--- src/design/imm_pkg.sv ---
// ----------------------------------------------------------------------------
// imm_pkg
// Shared constants, codes and control types of the integer matrix multiplier.
// ----------------------------------------------------------------------------
package imm_pkg;

    localparam int MAX_DIM    = 64;
    localparam int DATA_WIDTH = 32;
    localparam int IDX_W      = $clog2(MAX_DIM);
    localparam int DIM_W      = 7;
    localparam int ADDR_W     = 2 * IDX_W;
    localparam int DEPTH      = MAX_DIM * MAX_DIM;
    localparam int MODE_W     = 2;
    localparam int CFG_IDX_W  = 2;

    localparam logic [MODE_W-1:0] MODE_WR_A = 2'd0;
    localparam logic [MODE_W-1:0] MODE_WR_B = 2'd1;
    localparam logic [MODE_W-1:0] MODE_READ = 2'd2;

    localparam logic [CFG_IDX_W-1:0] CFG_ROWS_A    = 2'd0;
    localparam logic [CFG_IDX_W-1:0] CFG_INNER_DIM = 2'd1;
    localparam logic [CFG_IDX_W-1:0] CFG_COLS_B    = 2'd2;

    localparam logic [DIM_W-1:0] DIM_MAX   = DIM_W'(MAX_DIM);
    localparam logic [DIM_W-1:0] DIM_RESET = DIM_W'(MAX_DIM);

    typedef struct packed {
        logic              wr_a;
        logic              wr_b;
        logic [ADDR_W-1:0] wr_addr;
        logic              rd_en;
        logic [ADDR_W-1:0] rd_addr_a;
        logic [ADDR_W-1:0] rd_addr_b;
        logic              acc_clr;
        logic              load_out;
        logic              load_oor;
    } t_dp_cmd;

    typedef struct packed {
        logic busy;
        logic out_free;
    } t_dp_stat;

    // zero acts as one, anything above the store size acts as the store size
    function automatic logic [DIM_W-1:0] eff_dim(input logic [DIM_W-1:0] reg_val);
        logic [DIM_W-1:0] res;
        if (reg_val == '0) begin
            res = DIM_W'(1);
        end else if (reg_val > DIM_MAX) begin
            res = DIM_MAX;
        end else begin
            res = reg_val;
        end
        return res;
    endfunction

endpackage

--- src/design/imm_ctrl.sv ---
// ----------------------------------------------------------------------------
// imm_ctrl
// Size registers, range checks and the sequencer that walks the inner index.
// ----------------------------------------------------------------------------
module imm_ctrl (
    input  logic                            i_clk,
    input  logic                            i_rst_n,
    input  logic                            i_cfg_valid,
    input  logic [imm_pkg::CFG_IDX_W-1:0]   i_cfg_index,
    input  logic [imm_pkg::DIM_W-1:0]       i_cfg_data,
    input  logic                            i_in_valid,
    output logic                            o_in_ready,
    input  logic [imm_pkg::MODE_W-1:0]      i_mode,
    input  logic [imm_pkg::IDX_W-1:0]       i_row,
    input  logic [imm_pkg::IDX_W-1:0]       i_col,
    output imm_pkg::t_dp_cmd                o_cmd,
    input  imm_pkg::t_dp_stat               i_stat
);
    import imm_pkg::*;

    typedef enum logic [1:0] {
        ST_IDLE,
        ST_RUN,
        ST_DRAIN,
        ST_FINISH
    } t_state;

    t_state           r_state, n_state;
    logic [DIM_W-1:0] r_rows_a, n_rows_a;
    logic [DIM_W-1:0] r_inner, n_inner;
    logic [DIM_W-1:0] r_cols_b, n_cols_b;
    logic [IDX_W-1:0] r_row, n_row;
    logic [IDX_W-1:0] r_col, n_col;
    logic [IDX_W-1:0] r_k, n_k;
    logic             r_oor, n_oor;

    logic [DIM_W-1:0] w_nr, w_nk, w_nc;
    logic             w_accept;
    logic             w_a_ok, w_b_ok, w_rd_ok;
    logic             w_last;

    assign w_nr = eff_dim(r_rows_a);
    assign w_nk = eff_dim(r_inner);
    assign w_nc = eff_dim(r_cols_b);

    assign o_in_ready = (r_state == ST_IDLE);
    assign w_accept   = i_in_valid && o_in_ready;

    assign w_a_ok  = ({1'b0, i_row} < w_nr) && ({1'b0, i_col} < w_nk);
    assign w_b_ok  = ({1'b0, i_row} < w_nk) && ({1'b0, i_col} < w_nc);
    assign w_rd_ok = ({1'b0, i_row} < w_nr) && ({1'b0, i_col} < w_nc);
    assign w_last  = ({1'b0, r_k} == (w_nk - DIM_W'(1)));

    always_comb begin
        n_state  = r_state;
        n_rows_a = r_rows_a;
        n_inner  = r_inner;
        n_cols_b = r_cols_b;
        n_row    = r_row;
        n_col    = r_col;
        n_k      = r_k;
        n_oor    = r_oor;

        o_cmd           = '0;
        o_cmd.wr_addr   = {i_row, i_col};
        o_cmd.rd_addr_a = {r_row, r_k};
        o_cmd.rd_addr_b = {r_k, r_col};
        o_cmd.load_oor  = r_oor;

        if (i_cfg_valid) begin
            unique case (i_cfg_index)
                CFG_ROWS_A:    n_rows_a = i_cfg_data;
                CFG_INNER_DIM: n_inner  = i_cfg_data;
                CFG_COLS_B:    n_cols_b = i_cfg_data;
                default:       ;
            endcase
        end

        unique case (r_state)
            ST_IDLE: begin
                if (w_accept) begin
                    unique case (i_mode)
                        MODE_WR_A: o_cmd.wr_a = w_a_ok;
                        MODE_WR_B: o_cmd.wr_b = w_b_ok;
                        MODE_READ: begin
                            o_cmd.acc_clr = 1'b1;
                            n_row = i_row;
                            n_col = i_col;
                            n_k   = '0;
                            n_oor = !w_rd_ok;
                            n_state = w_rd_ok ? ST_RUN : ST_FINISH;
                        end
                        default: ;
                    endcase
                end
            end
            ST_RUN: begin
                o_cmd.rd_en = 1'b1;
                n_k = r_k + IDX_W'(1);
                if (w_last) begin
                    n_state = ST_DRAIN;
                end
            end
            ST_DRAIN: begin
                // wait until the last product has reached the accumulator
                if (!i_stat.busy) begin
                    n_state = ST_FINISH;
                end
            end
            ST_FINISH: begin
                if (i_stat.out_free) begin
                    o_cmd.load_out = 1'b1;
                    n_state = ST_IDLE;
                end
            end
            default: n_state = ST_IDLE;
        endcase
    end

    always_ff @(posedge i_clk) begin
        if (!i_rst_n) begin
            r_state  <= ST_IDLE;
            r_rows_a <= DIM_RESET;
            r_inner  <= DIM_RESET;
            r_cols_b <= DIM_RESET;
            r_oor    <= 1'b0;
            r_k      <= '0;
        end else begin
            r_state  <= n_state;
            r_rows_a <= n_rows_a;
            r_inner  <= n_inner;
            r_cols_b <= n_cols_b;
            r_oor    <= n_oor;
            r_k      <= n_k;
        end
        r_row <= n_row;
        r_col <= n_col;
    end

endmodule
--- config.mk ---
export PLATFORM = sky130hd
export DESIGN_NAME = imm_ctrl
export DESIGN_NICKNAME = d
export VERILOG_FILES = /design/src/design/imm_pkg.sv /design/src/design/imm_ctrl.sv
export SDC_FILE = /design/constraint.sdc
export NUM_CORES = 1
export LEC_CHECK = 0
export CORE_AREA = 10 10 84 86
export CTS_CLUSTER_SIZE = 40
export DETAILED_ROUTE_END_ITERATION = 6
export DIE_AREA = 0 0 94 96
export DONT_BUFFER_PORTS = 1
export HOLD_SLACK_MARGIN = 0.12
export PLACE_DENSITY = 0.72
export SYNTH_ARGS = -nofsm -noshare
export SYNTH_HDL_FRONTEND = slang
export SYNTH_SLANG_ARGS = --single-unit
--- constraint.sdc ---
create_clock -name i_clk -period 4.42 [get_ports i_clk]
set_input_delay 0.442 -clock i_clk [delete_from_list [all_inputs] [get_ports i_clk]]
set_output_delay 0.442 -clock i_clk [all_outputs]
set_load 0.005 [all_outputs]
Word-level counts from Yosys, hierarchy flattened
Index checks and enable logic that the tools add are counted.

Output and inout bits: 43. Input bits: 29. Flip-flop bits (word level): 42. Logic and storage cells: 74.

Equal/unequal tests: 13. Order comparisons: 7. Reductions and logical operators: 18. Add/subtract/negate cells: 2. Multiplexer cells: 26.

Operator list (number): 7-bit two-way mux (6); 6-bit by 7-bit < comparator with 1-bit output (4); 7-bit > comparator, second input constant (3); 7-bit logical NOT (3); 2-bit two-way mux (8); 6-bit two-way mux (2); 6-bit case mux with 2 select lines (1); 2-bit equality test, second input constant (4); 1-bit two-way mux (8); 2-bit case mux with 4 select lines (1); 6-bit by 7-bit equality test with 1-bit output (1); 7-bit by 1-bit subtractor with 7-bit output, second input constant (1); 6-bit by 1-bit adder with 6-bit output, second input constant (1); 2-bit by 1-bit equality test with 1-bit output, second input constant (3); 2-bit logical NOT (3); 2-bit inequality test, second input constant (3); 2-bit AND reduction (3); 3-bit AND reduction (2); 5-bit AND reduction (1); 1-bit logical AND (4); 2-bit by 1-bit inequality test with 1-bit output, second input constant (2); 2-bit nonzero test (1); 1-bit logical NOT (1).

Longest topological paths before layout
Gate-level depths: netlist of the first run.

Word-level depth: 9. Gate-level depth with buffers: 10. Depth with buffers taken out: 9.

Least setup slack after synthesis of the first run
Ideal clock, no wire load.

Kind: reg-to-output. Start point: reg r_cols_b[6]. End point: out o_cmd[40] in the netlist's numbering. Cell stages (with the launch flop): 9. Arrival time: 1642 ps. Path buffers: 1. Setup slack: 2336 ps. Data required time: 3978 ps. Path through: dfxtp_1 -> clkbuf_1 -> nand2b_1 -> ha_1 -> nand4b_1 -> nor3_1 -> a211oi_1 -> o2111ai_1 -> a21oi_1.

RTL lines: start: declaration (line imm_ctrl.sv:31) `logic [DIM_W-1:0] r_cols_b, n_cols_b;`; start signal: assignment (line imm_ctrl.sv:132) `r_cols_b <= n_cols_b;`; end: declaration (line imm_ctrl.sv:16) `output imm_pkg::t_dp_cmd o_cmd,`.

==> results of run 1 <==
## layout by cell type (no fill, tap or decap), drive strengths merged, types with 7 or more instances in the layout
cell type  synthesis  routed
o21ai              7       7
edfxtp            12      12
a21oi             11      11
ha                26      26
mux2i             21      21
nand2b            13      13
dfxtp             30      30
nor2              38      38
nor3               7       7
inv               13      13
nand2             14      14
## state kept, by name (all words and copies together) (netlist names)
signal,flops
r_col,6
r_cols_b,7
r_inner,7
r_k,6
r_oor,1
r_row,6
r_rows_a,7
r_state,2
## kinds of logic (layout without fill, tap and decap cells)
logic type | after synthesis | count (layout) | synth area share (%)
DFF | 42 | 42 | 35.7
xor gates and xnor gates | 8 | 8 | 3.11
adders and majority gates | 26 | 26 | 12.1
and+or+nand+nor | 103 | 103 | 19.6
AOI/OAI and AO/OA | 45 | 45 | 12.3
muxes | 22 | 22 | 8.23
buffers and inverters | 43 | 22 | 8.97
## worst max-delay path, delay by kind of cell, from the launching register on
family | cells | cell delay, ns
fa+ha+maj | 1 | 0.25
simple gates | 3 | 0.34
flops | 1 | 0.47
compound gates | 3 | 0.89
## power groups by stage
stage               sequential, mW  combinational [mW]  clock (mW)
finish                       0.445               0.180       0.307
global route                 0.448               0.206       0.326
CTS                          0.445               0.180       0.315
detailed placement           0.454               0.178           0
global placement             0.452               0.175           0
floorplan                    0.442               0.161           0
## path summary, 6_finish.rpt
kind / from / to / slack, ns / cells past startpoint
setup / recovery: r_cols_b[6] / o_cmd[40] / 1.73 / 7
hold / removal: i_rst_n / r_cols_b[6] / 0.19 / 1
setup reg to reg: r_inner[6] / r_state[1] / 1.83 / 9
hold reg to reg: r_state[1] / r_state[1] / 0.52 / 2
## cell type report
type                            instances  area share (%)
Clock buffer                            6            2.68
Clock inverter                          2            1.39
Inverter                               13            1.80
Multi-Input combinational cell        204            55.0
Sequential cell                        42            35.5
Tap cell                               72            3.33
Timing Repair Buffer                    1           0.277
## stage by stage
stage                     instances  hold WS (ns)  total power [mW]  setup WS, ns  instance area, um2
after floorplan                 289         0.460             0.603          2.34                2690
after detailed placement        332         0.509             0.632          1.90                2600
after global placement          332         0.502             0.627          1.98                2600
final                           340         0.189             0.933          1.73                2710
after global routing            340         0.188             0.980          1.55                2710
after CTS                       340         0.183             0.940          1.75                2710
## metal layers
| layer | GRT usage (%) | share of wire (%) | vias up | wire length [um] |
|---|---|---|---|---|
| met1 | 18.2 | 43 | 955 | 2780 |
| met3 | 6.46 | 11 | 8 | 689 |
| li1 | - | - | 975 | - |
| met4 | 5.19 | 1.7 | 0 | 111 |
| met2 | 22.8 | 45 | 74 | 2920 |
| met5 | 0 | 0 | - | 0 |
==> impl_metrics.ini, run 1 <==
[route]
drt_first_pass_iters = 4
drt-wirelength-per-cell_um = 19.1
wl_mm = 6.50
detail-route-antenna-nets = 0
dr_vias = 2012
drc = 0
drt_first_iter_violations = 140
drt-vias-per-instance = 5.92

[logic_synthesis]
synth.cell_area_um2 = 2690
yosys.cell_types.count = 54
postSynth.topFlopCell = dfxtp_1
cells_after_synth = 289
synth_top_area_cells = dfxtp_1, edfxtp_1, ha_1
postSynthAreaPerCell_um2 = 9.31
synthMostInstantiatedCell = nor2_1
ys.warnings.count = 0
synth-edff-count = 12
synth_largest_area_cell = dfxtp_1
yosys_reg_bits = 42
ys_seq_area_share_pct = 35.7
synthesized_nets = 344
async_reset_ff_share_pct = 0
most_numerous_cell_types_in_the_synthesized_netlist = nor2_1, dfxtp_1, ha_1, mux2i_1, buf_4
synth_largest_type_area_fraction_pct = 22.3

[pwr]
power_frac_seq_pct = 47.7
p_sw_share_pct = 28.9
power.leakage_nw = 1.08
comb_power_share_pct = 19.3
internal-power_mw = 0.663
power_frac_clock_pct = 32.9
netSwitchingPower_mw = 0.270
vdd_drop_max_uv = 164
power.density_nw_per_um2 = 345

[clock_network]
cts-buffers-inserted = 5
clock_tree.root_cell = clkbuf_8
cts_repair_resize_count = 0
cts_num_sinks = 42
worstSkewPairLatency_ns = 0.30
maximum_clock_path_buffer_count = 2
htree_num_levels = 2
post-cts-setup-buffer-count = 0
cts.reportedPaths.clkPinSlew_ns = 0.09
tritoncts = yes
cts.hold.buffers_added = 0

[layout]
n_antenna_cell = 0
filler_cell_count = 504
nNetsFinal = 322
multi_input_comb_area_um2 = 1490
post_route_cells_drive_above_1_share_pct = 6.34
finish.utilization_pct = 50.1
ff_latch_area_um2 = 961
syn2layout_area_growth_pct = 0.558

[timing]
worst_slew_pin_slew_ns = 0.718
fin_setup_tns_ns = 0
hold_violations = 0
finalClockSkew_ns = 0.00920
period_utilization_post_route_pct = 60.8
timing.final.setup_violations = 0
timing.final.max_slew_violations = 0
timing.slew.headroom_pct = 52.1
finalWorstPathRequiredPeriod_ns = 2.69
max_clock_freq_mhz = 372
grt_setup_unrepaired = no

[global_routing]
grt_antenna_before_repair = 0
first_global_vias = 1935
grt_first_pass_wirelength_mm = 10.4
largest_net_degree_at_the_start_of_global_routing = 23
grtUsageTotal_pct = 14.8
overflow = 0

[floorplanning]
fp.dieArea_um2 = 9020
initial_core_util_pct = 49.8
die_height_um = 96
area_of_the_core_region_um2 = 5410
die_w_um = 94
placementRows = 27
io_pins = 72

[critical_path]
path_cells = nand2b_1, ha_1, nand4b_1, nor3_1, a211oi_1, o2111ai_1, a21oi_1
cp_data_arrival_time_ns = 2.25
worst-endpoint-required_ns = 3.98
crit_type = register to output pin
critical-path-max-stage-delay_ns = 0.47
cp_slowest_cell = dfxtp_1
cp-end-kind = output pin
worst_setup_path_start_kind = register
crit_path_max_fanout = 10

[placed_design]
finalWeightedCongestion = 0.815
buffer_ports.inserted = 0
dp.final_hpwl_mm = 5.08

[flow_run]
max_cap_viol_count = 0

[hold_path]
holdCritPathClass = input port to register

[outcome]
outcome = complete, no violations
No activity file was read; power rests on OpenSTA's default activity.
==> run 2: changes to the inputs <==
--- a/config.mk
+++ b/config.mk
@@ -5,13 +5,14 @@
 export SDC_FILE = /design/constraint.sdc
 export NUM_CORES = 1
 export LEC_CHECK = 0
+export ABC_AREA = 1
 export CORE_AREA = 10 10 84 86
 export CTS_CLUSTER_SIZE = 40
 export DETAILED_ROUTE_END_ITERATION = 6
 export DIE_AREA = 0 0 94 96
 export DONT_BUFFER_PORTS = 1
 export HOLD_SLACK_MARGIN = 0.12
-export PLACE_DENSITY = 0.72
+export PLACE_DENSITY = 0.71
 export SYNTH_ARGS = -nofsm -noshare
 export SYNTH_HDL_FRONTEND = slang
 export SYNTH_SLANG_ARGS = --single-unit
==> constraint.sdc (replaced) <==
create_clock -name i_clk -period 2.5 [get_ports i_clk]
set_input_delay 0.25 -clock i_clk [delete_from_list [all_inputs] [get_ports i_clk]]
set_output_delay 0.25 -clock i_clk [all_outputs]
set_load 0.005 [all_outputs]
==> impl_metrics.ini, run 2 <==
[outcome]
outcome = complete, no violations

[clock_network]
cts.reportedPaths.clkPinSlew_ns = 0.08
clock_tree.root_cell = clkbuf_8
maximum_clock_path_buffer_count = 2
cts_num_sinks = 42
tritoncts = yes
worstSkewPairLatency_ns = 0.30
cts-buffers-inserted = 5
htree_num_levels = 2

[pwr]
report.power.total_mw = 1.74
vdd_drop_max_uv = 283
power.leakage_nw = 1.23
power.density_nw_per_um2 = 591

[floorplanning]
fp.dieArea_um2 = 9020
initial_core_util_pct = 49.0
die_height_um = 96
area_of_the_core_region_um2 = 5410
io_pins = 72
placementRows = 27
die_w_um = 94

[route]
drt_first_pass_iters = 5
dr_vias = 2286
detail-route-antenna-nets = 0
wl_mm = 6.37
drc = 0
drt-wirelength-per-cell_um = 14.9
drt_first_iter_violations = 144
drt-vias-per-instance = 5.33

[critical_path]
reg2reg_slack_ns = 0.30
r2r.worst_path.cells = 16
cp-end-kind = output pin
crit_path_max_fanout = 3
worst-endpoint-required_ns = 2.25
critPathLaunch = r_cols_b[0]
worst_setup_path_start_kind = register
cp_data_arrival_time_ns = 2.04
crit_type = register to output pin
end_point_of_the_critical_path = o_cmd[40]
r2r-end = r_state[1]
timing.rr.start = r_inner[1]

[logic_synthesis]
yosys.cell_types.count = 35
synth-edff-count = 12
async_reset_ff_share_pct = 0
synth.cell_area_um2 = 2650
synthesized_nets = 399
ys_seq_area_share_pct = 36.3
synth_largest_area_cell = dfxtp_1
yosys_reg_bits = 42
postSynthAreaPerCell_um2 = 7.69
ys.warnings.count = 0
postSynth.topFlopCell = dfxtp_1
most_numerous_cell_types_in_the_synthesized_netlist = nand2_1, nor2_1, dfxtp_1, inv_1, ha_1
synth_largest_type_area_fraction_pct = 22.7
cells_after_synth = 344
synthMostInstantiatedCell = nand2_1
synth_top_area_cells = dfxtp_1, edfxtp_1, ha_1

[placed_design]
buffer_ports.inserted = 0
dp.final_hpwl_mm = 4.96
finalWeightedCongestion = 0.811

[flow_run]
max_cap_viol_count = 0

[timing]
timing.slew.headroom_pct = 48.0
timing.final.setup_violations = 0
worst_slew_pin_slew_ns = 0.777
timing.final.max_slew_violations = 0
grt_setup_unrepaired = no
finalClockSkew_ns = 0.00628
hold_violations = 0
period_utilization_post_route_pct = 91.4
max_clock_freq_mhz = 437
finalWorstPathRequiredPeriod_ns = 2.29
fin_setup_tns_ns = 0

[hold_path]
hold-path-cell-count = 2
holdCritPathClass = input port to register

[global_routing]
largest_net_degree_at_the_start_of_global_routing = 26
grt_antenna_before_repair = 0
overflow = 0
grtUsageTotal_pct = 14.6
grt_first_pass_wirelength_mm = 10.5
first_global_vias = 2122

[layout]
nNetsFinal = 411
filler_cell_count = 514
syn2layout_area_growth_pct = 11.2
post_route_cells_drive_above_1_share_pct = 8.96
finish.utilization_pct = 54.4
most-common-layout-cells = nand2_1, nor2_1, dfxtp_1
largest_registers = r_cols_b (7), r_inner (7), r_rows_a (7)
multi_input_comb_area_um2 = 1440
final_common_cell = nand2_1
n_antenna_cell = 0
ff_latch_area_um2 = 962
run 2: cell types whose count changed in the layout (fill, tap and decap cells not counted), sizes merged, moves of 10 or more:
cell	previous run	this run
dlygate4sd3	0	21
inv	13	29
mux2i	21	0
nand2	14	72
nand2b	13	0
nand3	6	16
nor2	38	58
o21ai	7	26
run 2: how the worst min path moves through the flow:
stage	from	to	slack [ns]
6_report	i_cfg_data[5]	r_inner[5]	0.13
5_1_grt	i_cfg_data[2]	r_inner[2]	0.14
4_1_cts	i_cfg_data[5]	r_inner[5]	0.12
3_5_place_dp	i_row[1]	r_row[1]	0.35
3_3_place_gp	i_row[1]	r_row[1]	0.35
2_1_floorplan	i_col[0]	r_col[0]	0.35
run 2: area by class of cell:
type / instances / area share [%]
flip-flops and latches: 42 / 32.7
well taps: 72 / 3.06
clock inverters: 2 / 0.468
multi-input cells: 250 / 48.8
inverters: 30 / 3.83
repair buffers: 27 / 8.67
clock buffers: 6 / 2.51
run 2: kinds of logic after synthesis:
group           Yosys count  synth area share, %
simple gates            158                 25.7
compound gates           62                 13.7
buf+inv                  52                 10.6
flops                    42                 36.3
fa+ha+maj                26                 12.3
xor+xnor                  4                 1.32
run 2: routing by layer:
layer	vias to the layer above	GRT usage (%)	routed length, um
li1	1164	-	-
met1	1050	19.4	3010
met2	63	22.3	2750
met3	9	4.05	496
met4	0	4.94	109
met5	-	0	0
run 2: power by group:
part | leakage (nW) | internal, mW | switching (mW)
logic | 0.826 | 0.191 | 0.299
clock network | 0.0481 | 0.201 | 0.233
registers | 0.354 | 0.758 | 0.0568
total | 1.23 | 1.15 | 0.589
run 2: what timing repair did:
action	in CTS	in global routing
hold buffers	21	0
setup buffers	0	0
pin swaps	0	0
setup endpoints to repair	1	3
hold endpoints to repair	38	0
gates resized for setup	1	6
gates cloned	0	0
run 2: worst max-delay path: stages, from the launching register on:
cell and delay (ns):
dfxtp_1 0.33, nor2_1 0.10, nand2_1 0.10, o31ai_4 0.20, nand2_1 0.08, ha_1 0.29
a21oi_1 0.14, o21ai_0 0.09, a21oi_1 0.17, nor3b_4 0.25
run 2: through the flow:
step / setup WS (ns) / area [um2] / hold WS, ns / std cells
final: 0.214 / 2940 / 0.125 / 429
after global placement: 0.356 / 2610 / 0.349 / 400
after detailed placement: 0.307 / 2610 / 0.349 / 400
after CTS: 0.0823 / 2920 / 0.120 / 429
after global routing: 0.0107 / 2940 / 0.137 / 429
after floorplan: 0.290 / 2650 / 0.349 / 344
